File: src/rtl/ieq_pkg.sv
`timescale 1ns / 1ps
// Package: shared types and constants of the input event ring queue.
package ieq_pkg;

  // Default queue depth
  localparam int unsigned IEQ_DEPTH = 64;

  // Width of the queue count in a result beat
  localparam int unsigned COUNT_W = 7;

  typedef enum logic [1:0] {
    REQ_KEY   = 2'd0,
    REQ_MOUSE = 2'd1,
    REQ_POP   = 2'd2,
    REQ_CLEAR = 2'd3
  } ieq_req_e;

  // One request as taken from the request channel
  typedef struct packed {
    ieq_req_e           req_type;
    logic [7:0]         key_code;
    logic [7:0]         key_char;
    logic [6:0]         key_mods;
    logic signed [8:0]  move_x;
    logic signed [8:0]  move_y;
    logic [4:0]         button_state;
    logic [4:0]         button_delta;
    logic [31:0]        time_stamp;
  } ieq_req_t;

  // One stored event: stamp and payload
  typedef struct packed {
    logic [31:0]        ev_time;
    logic [31:0]        ev_seq;
    logic               kind;
    logic [7:0]         key;
    logic [7:0]         chr;
    logic [6:0]         mods;
    logic signed [8:0]  dx;
    logic signed [8:0]  dy;
    logic [4:0]         buttons;
    logic [4:0]         changes;
  } ieq_entry_t;

  // Storage strobes from the control unit
  typedef struct packed {
    logic wr_en;
    logic rd_en;
  } ieq_mem_ctl_t;

  // Result status of one request
  typedef struct packed {
    logic               popped;
    logic [COUNT_W-1:0] queue_count;
  } ieq_status_t;

endpackage

File: src/rtl/ieq_ctrl.sv
`timescale 1ns / 1ps
// Queue control: pointers, fill count, sequence counter and storage strobes.
module ieq_ctrl #(
  parameter int unsigned QUEUE_DEPTH = ieq_pkg::IEQ_DEPTH,
  parameter int unsigned AW          = $clog2(QUEUE_DEPTH),
  parameter int unsigned CW          = $clog2(QUEUE_DEPTH + 1)
) (
  input  logic                  clk_i,
  input  logic                  rst_ni,
  input  logic                  accept_i,
  input  ieq_pkg::ieq_req_t     req_i,
  output ieq_pkg::ieq_mem_ctl_t mem_ctl_o,
  output logic [AW-1:0]         wr_addr_o,
  output ieq_pkg::ieq_entry_t   wr_data_o,
  output logic [AW-1:0]         rd_addr_o,
  output ieq_pkg::ieq_status_t  status_o
);

  logic [AW-1:0] wr_ptr_q, wr_ptr_d;
  logic [AW-1:0] rd_ptr_q, rd_ptr_d;
  logic [CW-1:0] count_q, count_d;
  logic [31:0]   seq_q, seq_d;
  logic          do_push;
  logic          full;
  logic          is_mouse;

  function automatic logic [AW-1:0] advance(input logic [AW-1:0] p);
    return (p == AW'(QUEUE_DEPTH - 1)) ? '0 : p + AW'(1);
  endfunction

  assign full     = (count_q == CW'(QUEUE_DEPTH));
  assign is_mouse = (req_i.req_type == ieq_pkg::REQ_MOUSE);

  // Build the entry; fields of the other event kind store as zero
  always_comb begin
    wr_data_o         = '0;
    wr_data_o.ev_time = req_i.time_stamp;
    wr_data_o.ev_seq  = seq_q + 32'd1;
    wr_data_o.kind    = is_mouse;
    if (is_mouse) begin
      wr_data_o.dx      = req_i.move_x;
      wr_data_o.dy      = req_i.move_y;
      wr_data_o.buttons = req_i.button_state;
      wr_data_o.changes = req_i.button_delta;
    end else begin
      wr_data_o.key  = req_i.key_code;
      wr_data_o.chr  = req_i.key_char;
      wr_data_o.mods = req_i.key_mods;
    end
  end

  always_comb begin
    wr_ptr_d        = wr_ptr_q;
    rd_ptr_d        = rd_ptr_q;
    count_d         = count_q;
    seq_d           = seq_q;
    do_push         = 1'b0;
    mem_ctl_o       = '0;
    status_o.popped = 1'b0;
    if (accept_i) begin
      case (req_i.req_type)
        ieq_pkg::REQ_KEY: begin
          do_push = (req_i.key_code != 8'd0);
        end
        ieq_pkg::REQ_MOUSE: begin
          do_push = (req_i.move_x != 9'sd0) || (req_i.move_y != 9'sd0) ||
                    (req_i.button_delta != 5'd0);
        end
        ieq_pkg::REQ_POP: begin
          if (count_q != '0) begin
            mem_ctl_o.rd_en = 1'b1;
            status_o.popped = 1'b1;
            rd_ptr_d        = advance(rd_ptr_q);
            count_d         = count_q - CW'(1);
          end
        end
        ieq_pkg::REQ_CLEAR: begin
          wr_ptr_d = '0;
          rd_ptr_d = '0;
          count_d  = '0;
        end
        default: ;
      endcase
    end
    if (do_push) begin
      mem_ctl_o.wr_en = 1'b1;
      seq_d           = seq_q + 32'd1;
      wr_ptr_d        = advance(wr_ptr_q);
      // Drop the oldest entry when full
      if (full) begin
        rd_ptr_d = advance(rd_ptr_q);
      end else begin
        count_d = count_q + CW'(1);
      end
    end
    status_o.queue_count = ieq_pkg::COUNT_W'(count_d);
  end

  assign wr_addr_o = wr_ptr_q;
  assign rd_addr_o = rd_ptr_q;

  always_ff @(posedge clk_i or negedge rst_ni) begin
    if (!rst_ni) begin
      wr_ptr_q <= '0;
      rd_ptr_q <= '0;
      count_q  <= '0;
      seq_q    <= '0;
    end else begin
      wr_ptr_q <= wr_ptr_d;
      rd_ptr_q <= rd_ptr_d;
      count_q  <= count_d;
      seq_q    <= seq_d;
    end
  end

  a_count_bound: assert property (@(posedge clk_i) disable iff (!rst_ni)
    count_q <= CW'(QUEUE_DEPTH))
    else $error("fill count above queue depth");

  a_empty_ptrs: assert property (@(posedge clk_i) disable iff (!rst_ni)
    (count_q == '0) |-> (rd_ptr_q == wr_ptr_q))
    else $error("empty queue with pointers apart");

  a_full_ptrs: assert property (@(posedge clk_i) disable iff (!rst_ni)
    full |-> (rd_ptr_q == wr_ptr_q))
    else $error("full queue with pointers apart");

  a_seq_step: assert property (@(posedge clk_i) disable iff (!rst_ni)
    mem_ctl_o.wr_en |=> (seq_q == $past(seq_q) + 32'd1))
    else $error("sequence counter did not advance on push");

  a_one_access: assert property (@(posedge clk_i) disable iff (!rst_ni)
    !(mem_ctl_o.wr_en && mem_ctl_o.rd_en))
    else $error("storage written and read for one request");

endmodule

File: config.mk
export PLATFORM = sky130hd
export DESIGN_NAME = ieq_ctrl
export DESIGN_NICKNAME = d
export VERILOG_FILES = /design/src/rtl/ieq_pkg.sv /design/src/rtl/ieq_ctrl.sv
export SDC_FILE = /design/constraint.sdc
export NUM_CORES = 1
export LEC_CHECK = 0
export BUFFER_PORTS_ARGS = -buffer_cell sky130_fd_sc_hd__buf_2
export CAP_MARGIN = 25
export CORE_ASPECT_RATIO = 0.7
export CORE_UTILIZATION = 41
export CTS_BUF_LIST = sky130_fd_sc_hd__clkbuf_2
export CTS_CLUSTER_DIAMETER = 120
export DETAILED_ROUTE_END_ITERATION = 10
export PLACE_DENSITY = 0.87
export SLEW_MARGIN = 20
export SYNTH_ARGS = -nofsm -noshare
export SYNTH_HDL_FRONTEND = slang
export SYNTH_SLANG_ARGS = --single-unit
File: constraint.sdc
create_clock -name clk_i -period 2.3 [get_ports clk_i]
set_input_delay 0.575 -clock clk_i [delete_from_list [all_inputs] [get_ports clk_i]]
set_output_delay 0.575 -clock clk_i [all_outputs]
set_load 0.05 [all_outputs]
Yosys cells after proc, flatten, opt, wreduce, memory -nomap -nowiden
Index checks and enable logic that the tools add are counted.
Storage, ports and cells
  bits of input ports: 88
  logic and storage cells: 49
  register bits: 51
  output and inout port bits: 138
Operators by class
  reductions and logical operators: 11
  eq/ne operators: 6
  mux-type cells: 23
  add/sub/neg operators: 5
Operators by type and width (number)
  $mux W6: 9
  $add A32 B1 Y32 const B: 1
  $mux W28: 1
  $mux W7: 4
  $mux W23: 1
  $reduce_bool A9 Y1: 2
  $pmux W7 S2: 1
  $add A6 B1 Y6 const B: 2
  $eq A6 B6 Y1 const B: 2
  $pmux W6 S2: 1
  $reduce_bool A8 Y1: 1
  $add A7 B1 Y7 const B: 1
  $eq A7 B7 Y1 const B: 1
  $reduce_bool A7 Y1: 1
  $sub A7 B1 Y7 const B: 1
  $mux W1: 5
  $reduce_bool A5 Y1: 1
  $eq A2 B2 Y1 const B: 2
  $reduce_bool A2 Y1: 2
  $eq A2 B1 Y1 const B: 1
  $logic_not A2 Y1: 1
  $logic_or A1 B1 Y1: 2
  $pmux W1 S2: 1
  $reduce_and A2 Y1: 1

Depth between registers and ports, before layout
Gate-level depths: netlist (run 1).
  depth in word-level cells: 7
  depth in mapped cells: 8
  mapped depth without buffers: 8

Least setup slack after synthesis (run 1)
OpenSTA, ideal clock, no wires.
  path type: reg2out
  start point: reg count_q[0]
  end point: out status_o[0] in the netlist's numbering
  slack: -1.149 ns
  stages on the path, launching flop included: 9
  arrival: 2.874 ns
  required time: 1.725 ns
  buffers on the path: 0
  cell sequence: dfrtp_1 inv_1 ha_1 nor3b_2 a21oi_1 nand2_1 inv_1 a21oi_1 o21ai_0
RTL lines
  from (decl): RTL line ieq_ctrl.sv:21  | logic [CW-1:0] count_q, count_d;
  from (signal assigned): RTL line ieq_ctrl.sv:111  | count_q <= count_d;
  to (decl): RTL line ieq_ctrl.sv:16  | output ieq_pkg::ieq_status_t status_o

==> results of run 1 <==
-- kinds of logic after synthesis --
| logic type | synth area share |
|---|---|
| AOI/OAI and AO/OA | 0.07965 |
| xor gates and xnor gates | 0.1423 |
| adders and majority gates | 0.01999 |
| buffers and inverters | 0.09663 |
| DFF | 0.3399 |
| muxes | 0.01133 |
| and+or+nand+nor | 0.3102 |
-- flip-flops by register name, summed over array words and instances, names as in the netlist --
name / cells
wr_addr_o: 6
count_q: 7
seq_q: 32
rd_addr_o: 6
-- routing by layer --
layer	global-route usage	wire, um	vias to the layer above
met5	0	0	-
met2	0.5243	7984	211
met3	0.07528	1107	74
li1	-	-	1980
met1	0.3945	6231	2253
met4	0.1218	743	0
-- layout by cell type, fill, tap and decap left out, types with 3 or more instances in the layout --
master / n
a21oi_1: 3
a21oi_2: 4
a22o_1: 3
and2_1: 27
and2_4: 3
and3_1: 5
and3_4: 4
buf_12: 6
buf_2: 91
buf_4: 110
buf_6: 75
buf_8: 9
clkbuf_2: 5
clkbuf_4: 15
dfrtp_1: 48
dfrtp_2: 3
ha_1: 4
inv_1: 4
inv_2: 4
nand2_1: 34
nand2_4: 4
nand3_1: 23
nand3_4: 5
nand4_1: 9
nand4_4: 4
nor2_1: 20
nor2_4: 9
nor2b_1: 23
nor3_1: 8
nor3_4: 3
nor4_4: 8
o211ai_1: 3
o21ai_0: 4
xnor2_1: 11
xnor2_2: 7
xnor2_4: 8
xor2_1: 24
xor2_4: 9
-- final cells by class --
type | instances | area, um^2 | area share
Clock inverter | 3 | 38.79 | 0.005439
Multi-Input combinational cell | 324 | 3074 | 0.4311
Inverter | 10 | 45.04 | 0.006316
Clock buffer | 5 | 25.02 | 0.003509
Sequential cell | 51 | 1280 | 0.1795
Tap cell | 120 | 150.1 | 0.02105
Timing Repair Buffer | 307 | 2519 | 0.3532
-- per-stage QoR --
stage	cells	worst slack [ns]	TNS (ns)	utilization
floorplan	435	-0.2948	-2.601	-
finish	820	-0.8282	-19.93	0.8242
detailed placement	763	-0.5029	-4.746	0.6648
global placement	763	-0.4106	-3.680	0.6648
global route	820	-0.9299	-25.15	0.8242
CTS	802	-0.6866	-17.58	0.7794
-- repair_timing --
item / in CTS / in global routing
buffers inserted: 34 / 28
pin swaps: 42 / 37
gates resized for setup: 183 / 72
endpoints found under the setup margin: 46 / 74
gates cloned: 0 / 2
-- report_power, final --
part | internal (uW) | switching [uW]
registers | 1060 | 208
clock network | 178 | 316
logic | 1240 | 1860
total | 2470 | 2390
-- worst max path at each step --
stage	start	slack, ns	endpoint	cells after the start
finish	count_q[1]	-0.83	status_o[6]	9
global route	count_q[1]	-0.93	status_o[6]	9
CTS	count_q[1]	-0.69	status_o[2]	9
detailed placement	req_i[50]	-0.50	status_o[5]	9
global placement	req_i[50]	-0.41	status_o[2]	8
floorplan	req_i[51]	-0.29	status_o[2]	7
-- worst max-delay path, delay by kind of cell, from the launching register on --
| kind | cells | cell delay, ns |
|---|---|---|
| and+or+nand+nor | 2 | 0.40 |
| adders and majority gates | 1 | 0.20 |
| AOI/OAI and AO/OA | 2 | 0.36 |
| muxes | 1 | 0.23 |
| DFF | 1 | 0.51 |
| buffers and inverters | 3 | 0.37 |
==> impl_metrics.env, run 1 <==
export IMPL_run_status="finished with violations"
export IMPL_violations="setup timing"
export IMPL_ant_nets=0
export IMPL_final_area_um2=7132
export IMPL_ir_worst_vdd_uv=493.5
export IMPL_dieArea_um2=9551
export IMPL_pin_count=226
export IMPL_power_total_uw=4862
export IMPL_cts_made_buffers=5
export IMPL_clk_latency_ns=0.48
export IMPL_fmax_mhz=319.7
export IMPL_cts_tree="built"
export IMPL_rsz0062_at_grt="true"
export IMPL_synth_seq_cells=51
export IMPL_reg2reg_from="seq_q[10]"
export IMPL_hold_buffers=0
export IMPL_crit_path_cell_trace="inv_2 -> buf_4 -> ha_1 -> nor3b_2 -> nand2_1 -> mux2i_1 -> a2bb2oi_2 -> o221ai_4 -> buf_12"
export IMPL_worst_slew_pin_slew_ns=0.6825
export IMPL_synthArstFlopShare=1.000
export IMPL_synth_fp_nets=529
export IMPL_synthTopCellsByCount="dfrtp_1, nand2_1, buf_4, xor2_1, nor2_1"
export IMPL_fin_ws_ns=-0.8282
export IMPL_critical_path_max_fanout=4
export IMPL_grt_use_total=0.3139
export IMPL_timing_hold_ws_ns=0.1561
export IMPL_place_port_buffers=161
export IMPL_crit_path_top_delay_cell="dfrtp_2"
export IMPL_synthCells=435
export IMPL_dp_hpwl_um=9684
export IMPL_path_clk_slew_ns=0.29
export IMPL_required_ns=1.73
export IMPL_drive_above_1_share=0.6029
export IMPL_synth_top_area_share=0.3399
export IMPL_synth_most_common_cell="dfrtp_1"
export IMPL_worstRegToRegCells=9
export IMPL_fp_dieW_um=116.4
export IMPL_ys_seq_area_frac=0.3399
export IMPL_num_vias=4518
export IMPL_grt_pass1_wl_um=22620
export IMPL_yosys_warnings=0
export IMPL_nNetsFinal=793
export IMPL_drv_cap=0
export IMPL_synthToLayoutAreaGrowth_pct=89.94
export IMPL_via_per_inst=5.510
export IMPL_rows=28
export IMPL_start_util=0.4339
export IMPL_totalWireLength_um=16070
export IMPL_grt_antenna_before_repair=0
export IMPL_report_final_slew_viol_count=0
export IMPL_grt_overflow=0
export IMPL_postSynthAreaPerCell_um2=8.632
export IMPL_syn_area_um2=3755
export IMPL_cts_htree_levels=2
export IMPL_clockRootBuffer="clkbuf_2"
export IMPL_setup_violations=41
export IMPL_end_kind="primary output"
export IMPL_n_antenna_cell=0
export IMPL_r2r_setup_slack_ns=0.13
export IMPL_num_fill_cells=470
export IMPL_drc=0
export IMPL_ys_flop_type="dfrtp_1"
export IMPL_core_um2=8653
export IMPL_p_leak_uw=0.003514
export IMPL_relSlewSlack=0.5450
export IMPL_synth_area_top_cells="dfrtp_1, xor2_1, buf_4"
export IMPL_grt_max_degree=52
export IMPL_die_h_um=82.07
export IMPL_crit_path_start_kind="flip-flop"
export IMPL_powerDensity_nw_per_um2=681.7
export IMPL_drt_pass1_iterations=5
export IMPL_cts_buffer_depth=2
export IMPL_wl_per_cell_um=19.60
export IMPL_rr_endpoint="seq_q[22]"
export IMPL_grt_pass1_vias=4341
export IMPL_drtIter0Drc=263
export IMPL_synth_edff_count=0
export IMPL_worstSetupPathType="reg2out"
export IMPL_synth_cell_type_count=54
export IMPL_fin_crit_ns=3.128
export IMPL_postPlaceCellArea_um2=5753
export IMPL_hold_viol=0
export IMPL_arrival_ns=2.55
export IMPL_slowest_delay_ns=0.51
export IMPL_gp_congestion=0.9104
export IMPL_synth_top_area_cell="dfrtp_1"
export IMPL_numClockSinks=51
export IMPL_fin_skew_ns=0.04182
export IMPL_worstHoldPathType="in2async"
export IMPL_fin_crit_sh=1.360
Note: power is estimated with default switching activity, not from simulation.
==> run 2: changes to the inputs <==
--- a/config.mk
+++ b/config.mk
@@ -6,13 +6,13 @@
 export NUM_CORES = 1
 export LEC_CHECK = 0
 export BUFFER_PORTS_ARGS = -buffer_cell sky130_fd_sc_hd__buf_2
-export CAP_MARGIN = 25
 export CORE_ASPECT_RATIO = 0.7
 export CORE_UTILIZATION = 41
 export CTS_BUF_LIST = sky130_fd_sc_hd__clkbuf_2
 export CTS_CLUSTER_DIAMETER = 120
 export DETAILED_ROUTE_END_ITERATION = 10
 export PLACE_DENSITY = 0.87
+export SKIP_CTS_REPAIR_TIMING = 1
 export SLEW_MARGIN = 20
 export SYNTH_ARGS = -nofsm -noshare
 export SYNTH_HDL_FRONTEND = slang
==> run 2 against run 1 <==
Compared with the run above: the flow still finishes with violations (setup timing); combinational power decreased by 5%; cell count decreased by 2.9%; register-to-register slack improved by 0.07 ns; sequential power about the same; highest routed layer unchanged; clock-buffer cell count unchanged; routed wire length decreased by 11%; worst hold slack got worse by 0.0056 ns; global-route usage decreased by 5.3 points.
==> impl_metrics.env, run 2 (synthesis results as in run 1) <==
export IMPL_grt_pass1_vias=3865
export IMPL_clockRootBuffer="clkbuf_2"
export IMPL_fin_crit_sh=1.327
export IMPL_grt_max_degree=52
export IMPL_drtIter0Drc=234
export IMPL_fmax_mhz=327.6
export IMPL_fin_skew_ns=0.04529
export IMPL_num_vias=4217
export IMPL_cts_made_buffers=5
export IMPL_drive_above_1_share=0.5799
export IMPL_regMostFlops="seq_q"
export IMPL_drt_pass1_iterations=4
export IMPL_grt_antenna_before_repair=0
export IMPL_p_leak_uw=0.003329
export IMPL_die_h_um=82.07
export IMPL_required_ns=1.73
export IMPL_arrival_ns=2.48
export IMPL_fp_dieW_um=116.4
export IMPL_gp_congestion=0.9104
export IMPL_worst_slew_pin_slew_ns=0.6988
export IMPL_pin_count=226
export IMPL_fin_crit_ns=3.053
export IMPL_totalWireLength_um=14360
export IMPL_grt_use_total=0.2607
export IMPL_report_final_slew_viol_count=0
export IMPL_fin_util=0.7840
export IMPL_placed_cells=763
export IMPL_hold_viol=0
export IMPL_worstHoldPathType="in2async"
export IMPL_ir_worst_vdd_uv=477.6
export IMPL_timing_hold_ws_ns=0.1505
export IMPL_fin_ws_ns=-0.7529
export IMPL_start_util=0.4339
export IMPL_power_total_uw=4712
export IMPL_path_clk_slew_ns=0.30
export IMPL_synthToLayoutAreaGrowth_pct=80.67
export IMPL_setup_violations=41
export IMPL_relSlewSlack=0.5341
export IMPL_crit_path_start_kind="flip-flop"
export IMPL_numClockSinks=51
export IMPL_final_common_cell="buf_4"
export IMPL_run_status="finished with violations"
export IMPL_dieArea_um2=9551
export IMPL_cts_buffer_depth=2
export IMPL_stdcell_count=796
export IMPL_grt_overflow=0
export IMPL_clk_latency_ns=0.48
export IMPL_ant_nets=0
export IMPL_end_kind="primary output"
export IMPL_powerDensity_nw_per_um2=694.5
export IMPL_place_port_buffers=161
export IMPL_wl_per_cell_um=18.04
export IMPL_core_um2=8653
export IMPL_cts_htree_levels=2
export IMPL_drv_cap=0
export IMPL_num_fill_cells=536
export IMPL_layout_common_cells="buf_4, buf_2, buf_6"
export IMPL_drc=0
export IMPL_grt_pass1_wl_um=19180
export IMPL_violations="setup timing"
export IMPL_largest_reg_flops=32
export IMPL_largest_registers="seq_q: 32 flops, count_q: 7 flops"
export IMPL_cts_tree="built"
export IMPL_via_per_inst=5.298
export IMPL_critical_path_max_fanout=5
export IMPL_worstSetupPathType="reg2out"
export IMPL_nNetsFinal=769
export IMPL_n_antenna_cell=0
export IMPL_rsz0062_at_grt="true"
export IMPL_rows=28
export IMPL_dp_hpwl_um=9684
[run 2: cell types whose count changed in the layout (fill, tap and decap cells not counted), moves of 3 or more]
cell / delta
nand2_4: -3
buf_8: -6
buf_6: -14
buf_4: -8
nand3_2: +3
[run 2: power breakdown]
part	total [uW]	switching (uW)	internal, uW	leakage (uW)
logic	2960	1780	1170	0.00262
registers	1260	208	1050	0.000664
clock network	494	315	178	0.0000404
total	4710	2310	2410	0.00333
[run 2: worst paths after layout]
path | startpoint | to | slack, ns | cells past startpoint
max | count_q[1] | status_o[3] | -0.75 | 9
min | rst_ni | seq_q[9] | 0.15 | 2
max reg2reg | seq_q[11] | seq_q[22] | 0.20 | 9
min reg2reg | wr_addr_o[0] | wr_addr_o[0] | 0.57 | 1
max in group asynchronous | rst_ni | wr_addr_o[1] | 1.64 | 2
min in group clk_i | wr_addr_o[0] | wr_addr_o[0] | 0.57 | 1
[run 2: final cells by class]
class	instances	area, um^2	share of cell area
Timing Repair Buffer	283	2236	0.3296
Clock inverter	3	38.79	0.005717
Multi-Input combinational cell	324	3009	0.4436
Tap cell	120	150.1	0.02213
Sequential cell	51	1277	0.1883
Clock buffer	5	25.02	0.003689
Inverter	10	47.55	0.007008
[run 2: per-stage QoR]
step | setup WS, ns | TNS (ns) | area (um^2)
6_report | -0.7529 | -18.28 | 6784
5_1_grt | -0.8814 | -22.99 | 6784
4_1_cts | -0.8375 | -22.71 | 5817
3_5_place_dp | -0.5029 | -4.746 | 5753
3_3_place_gp | -0.4106 | -3.680 | 5753
2_1_floorplan | -0.2948 | -2.601 | 4338
[run 2: per-layer routing]
layer,vias up,track usage,routed length [um]
li1,1930,-,-
met1,2096,0.3554,6044
met2,143,0.4095,7058
met3,48,0.05756,853
met4,0,0.08846,407
met5,-,0,0
[run 2: critical path: stages (launching register included)]
cell	delay (ns)
dfrtp_1	0.50
inv_2	0.08
ha_4	0.15
nor3b_4	0.16
a21oi_2	0.21
nand2_2	0.14
buf_4	0.16
o22a_1	0.23
o21ai_4	0.21
buf_8	0.18
==> run 3: changes to the inputs <==
--- a/config.mk
+++ b/config.mk
@@ -5,13 +5,14 @@
 export SDC_FILE = /design/constraint.sdc
 export NUM_CORES = 1
 export LEC_CHECK = 0
+export ABC_AREA = 1
 export BUFFER_PORTS_ARGS = -buffer_cell sky130_fd_sc_hd__buf_2
 export CORE_ASPECT_RATIO = 0.7
-export CORE_UTILIZATION = 41
+export CORE_UTILIZATION = 43
 export CTS_BUF_LIST = sky130_fd_sc_hd__clkbuf_2
 export CTS_CLUSTER_DIAMETER = 120
 export DETAILED_ROUTE_END_ITERATION = 10
-export PLACE_DENSITY = 0.87
+export PLACE_DENSITY = 0.78
 export SKIP_CTS_REPAIR_TIMING = 1
 export SLEW_MARGIN = 20
 export SYNTH_ARGS = -nofsm -noshare
==> run 3 against run 2 <==
Compared with the run above: the flow still finishes with violations (setup timing); fmax increased by 18%; non-clock buffer count shrank 50; critical path depth rose by 3; clock-buffer cell count up 1; worst hold slack better by 0.39 ns; core utilization is 10 points lower.
==> impl_metrics.env, run 3 <==
export IMPL_postSynthAreaPerCell_um2=6.249
export IMPL_p_int_uw=2298
export IMPL_num_fill_cells=764
export IMPL_num_vias=4856
export IMPL_drt_pass1_iterations=4
export IMPL_core_um2=9684
export IMPL_setup_violations=38
export IMPL_hold_viol=0
export IMPL_numClockSinks=51
export IMPL_worstSetupPathType="reg2out"
export IMPL_power_total_uw=4792
export IMPL_synth_fp_nets=777
export IMPL_end_kind="primary output"
export IMPL_start_util=0.4407
export IMPL_hold_start="seq_q[31]"
export IMPL_gp_congestion=0.9311
export IMPL_largest_registers="seq_q: 32 flops, count_q: 7 flops"
export IMPL_violations="setup timing"
export IMPL_drv_cap=0
export IMPL_run_status="finished with violations"
export IMPL_grt_pass1_wl_um=19890
export IMPL_via_per_inst=4.837
export IMPL_startpoint="count_q[1]"
export IMPL_synth_most_common_cell="nand2_1"
export IMPL_switching_share=0.5205
export IMPL_timing_hold_ws_ns=0.5445
export IMPL_cts_made_buffers=5
export IMPL_grt_antenna_before_repair=0
export IMPL_reg2reg_from="count_q[1]"
export IMPL_cts_htree_levels=2
export IMPL_crit_path_start_kind="flip-flop"
export IMPL_synthCells=683
export IMPL_dieArea_um2=10330
export IMPL_fin_skew_ns=0.02353
export IMPL_grt_overflow=0
export IMPL_wl_per_cell_um=14.32
export IMPL_worst_slew_pin_slew_ns=0.5248
export IMPL_dp_hpwl_um=9619
export IMPL_grt_max_degree=42
export IMPL_fin_crit_sh=1.128
export IMPL_ir_worst_vdd_uv=864.1
export IMPL_synth_seq_cells=51
export IMPL_rows=30
export IMPL_powerDensity_nw_per_um2=727.6
export IMPL_clk_latency_ns=0.45
export IMPL_synthTopCellsByCount="nand2_1, nor2_1, inv_1"
export IMPL_ant_nets=0
export IMPL_tns_ns=-7.546
export IMPL_cts_buffer_depth=2
export IMPL_drc=0
export IMPL_cts_tree="built"
export IMPL_report_final_slew_viol_count=0
export IMPL_synth_edff_count=0
export IMPL_layout_common_cells="nand2_1, buf_2, nor2_1"
export IMPL_ys_seq_area_frac=0.2990
export IMPL_place_port_buffers=161
export IMPL_ys_flop_type="dfrtp_1"
export IMPL_arrival_ns=2.02
export IMPL_seqPwrFrac=0.269
export IMPL_fp_dieW_um=121.1
export IMPL_largest_reg_flops=32
export IMPL_die_h_um=85.36
export IMPL_path_clk_slew_ns=0.28
export IMPL_clkPwrFrac=0.079
export IMPL_final_common_cell="nand2_1"
export IMPL_clockRootBuffer="clkbuf_2"
export IMPL_critical_path_max_fanout=5
export IMPL_fin_util=0.6801
export IMPL_synthToLayoutAreaGrowth_pct=54.32
export IMPL_grt_pass1_vias=4045
export IMPL_relSlewSlack=0.6478
export IMPL_synth_top_area_share=0.2990
export IMPL_synth_top_area_cell="dfrtp_1"
export IMPL_p_switching_uw=2495
export IMPL_regMostFlops="seq_q"
export IMPL_drtIter0Drc=368
export IMPL_drive_above_1_share=0.4692
export IMPL_worstHoldPathType="reg2reg"
export IMPL_syn_area_um2=4268
export IMPL_p_leak_uw=0.003503
export IMPL_yosys_warnings=0
export IMPL_synth_area_top_cells="dfrtp_1, nand2_1, nor2_1"
export IMPL_totalWireLength_um=14380
export IMPL_required_ns=1.73
export IMPL_nNetsFinal=969
export IMPL_p_comb_frac=0.652
export IMPL_rsz0062_at_grt="true"
export IMPL_synth_cell_type_count=28
export IMPL_pin_count=226
export IMPL_grt_use_total=0.2425
export IMPL_fmax_mhz=385.5
export IMPL_fin_ws_ns=-0.2939
export IMPL_synthArstFlopShare=1.000
export IMPL_n_antenna_cell=0
export IMPL_fin_crit_ns=2.594
## run 3: path summary, 6_finish.rpt
path	endpoint	slack [ns]	cells past startpoint
max	status_o[5]	-0.29	12
min	seq_q[31]	0.54	2
max reg2reg	rd_addr_o[4]	0.48	9
min reg2reg	seq_q[31]	0.54	2
max in group asynchronous	count_q[2]	1.17	3
min in group asynchronous	seq_q[20]	0.56	2
## run 3: cell type report
type	instances	area, um^2	area share
clock inverters	2	7.507	0.001140
inverters	89	347.8	0.05281
well taps	128	160.2	0.02432
repair buffers	233	1722	0.2614
flip-flops and latches	51	1295	0.1966
multi-input cells	495	3024	0.4592
clock buffers	6	30.03	0.004559
## run 3: stage by stage
step	instance area, um^2	setup slack, ns	instances
floorplan	4332	-0.1555	683
global placement	5255	-0.1930	960
detailed placement	5255	-0.2527	960
CTS	5293	-0.5422	968
global route	6586	-0.4462	1004
finish	6586	-0.2939	1004
## run 3: routing by layer
metal,global-route usage,vias up,part of all wire
li1,-,2393,-
met1,0.3897,2255,0.46
met2,0.3268,192,0.45
met3,0.06048,16,0.079
met4,0.02806,0,0.0077
met5,0,-,0
## run 3: cells by family after synthesis
kind of cell               Yosys count  synth area share
AOI/OAI and AO/OA                   19           0.02258
xor gates and xnor gates            30           0.06508
adders and majority gates            6           0.01759
buffers and inverters              137            0.1574
DFF                                 51            0.2990
and+or+nand+nor                    440            0.4383
## run 3: power groups by stage
stage                     Combinational, uW  Sequential, uW  Clock, uW
final                                  3130            1290        379
after global routing                   3320            1310        427
after CTS                              2350            1230        388
after global placement                 2310            1250          0
after floorplan                        1730            1360          0
after detailed placement               2340            1240          0
## run 3: critical path, cell delays in order, from the launching register on
cell	delay (ns)
dfrtp_1	0.47
inv_2	0.09
ha_4	0.15
nand2_4	0.07
inv_4	0.07
nand2_4	0.07
nand2_4	0.10
clkinvlp_4	0.11
nand2_1	0.08
nand2_1	0.06
nand2_2	0.09
nand2_4	0.06
buf_8	0.15
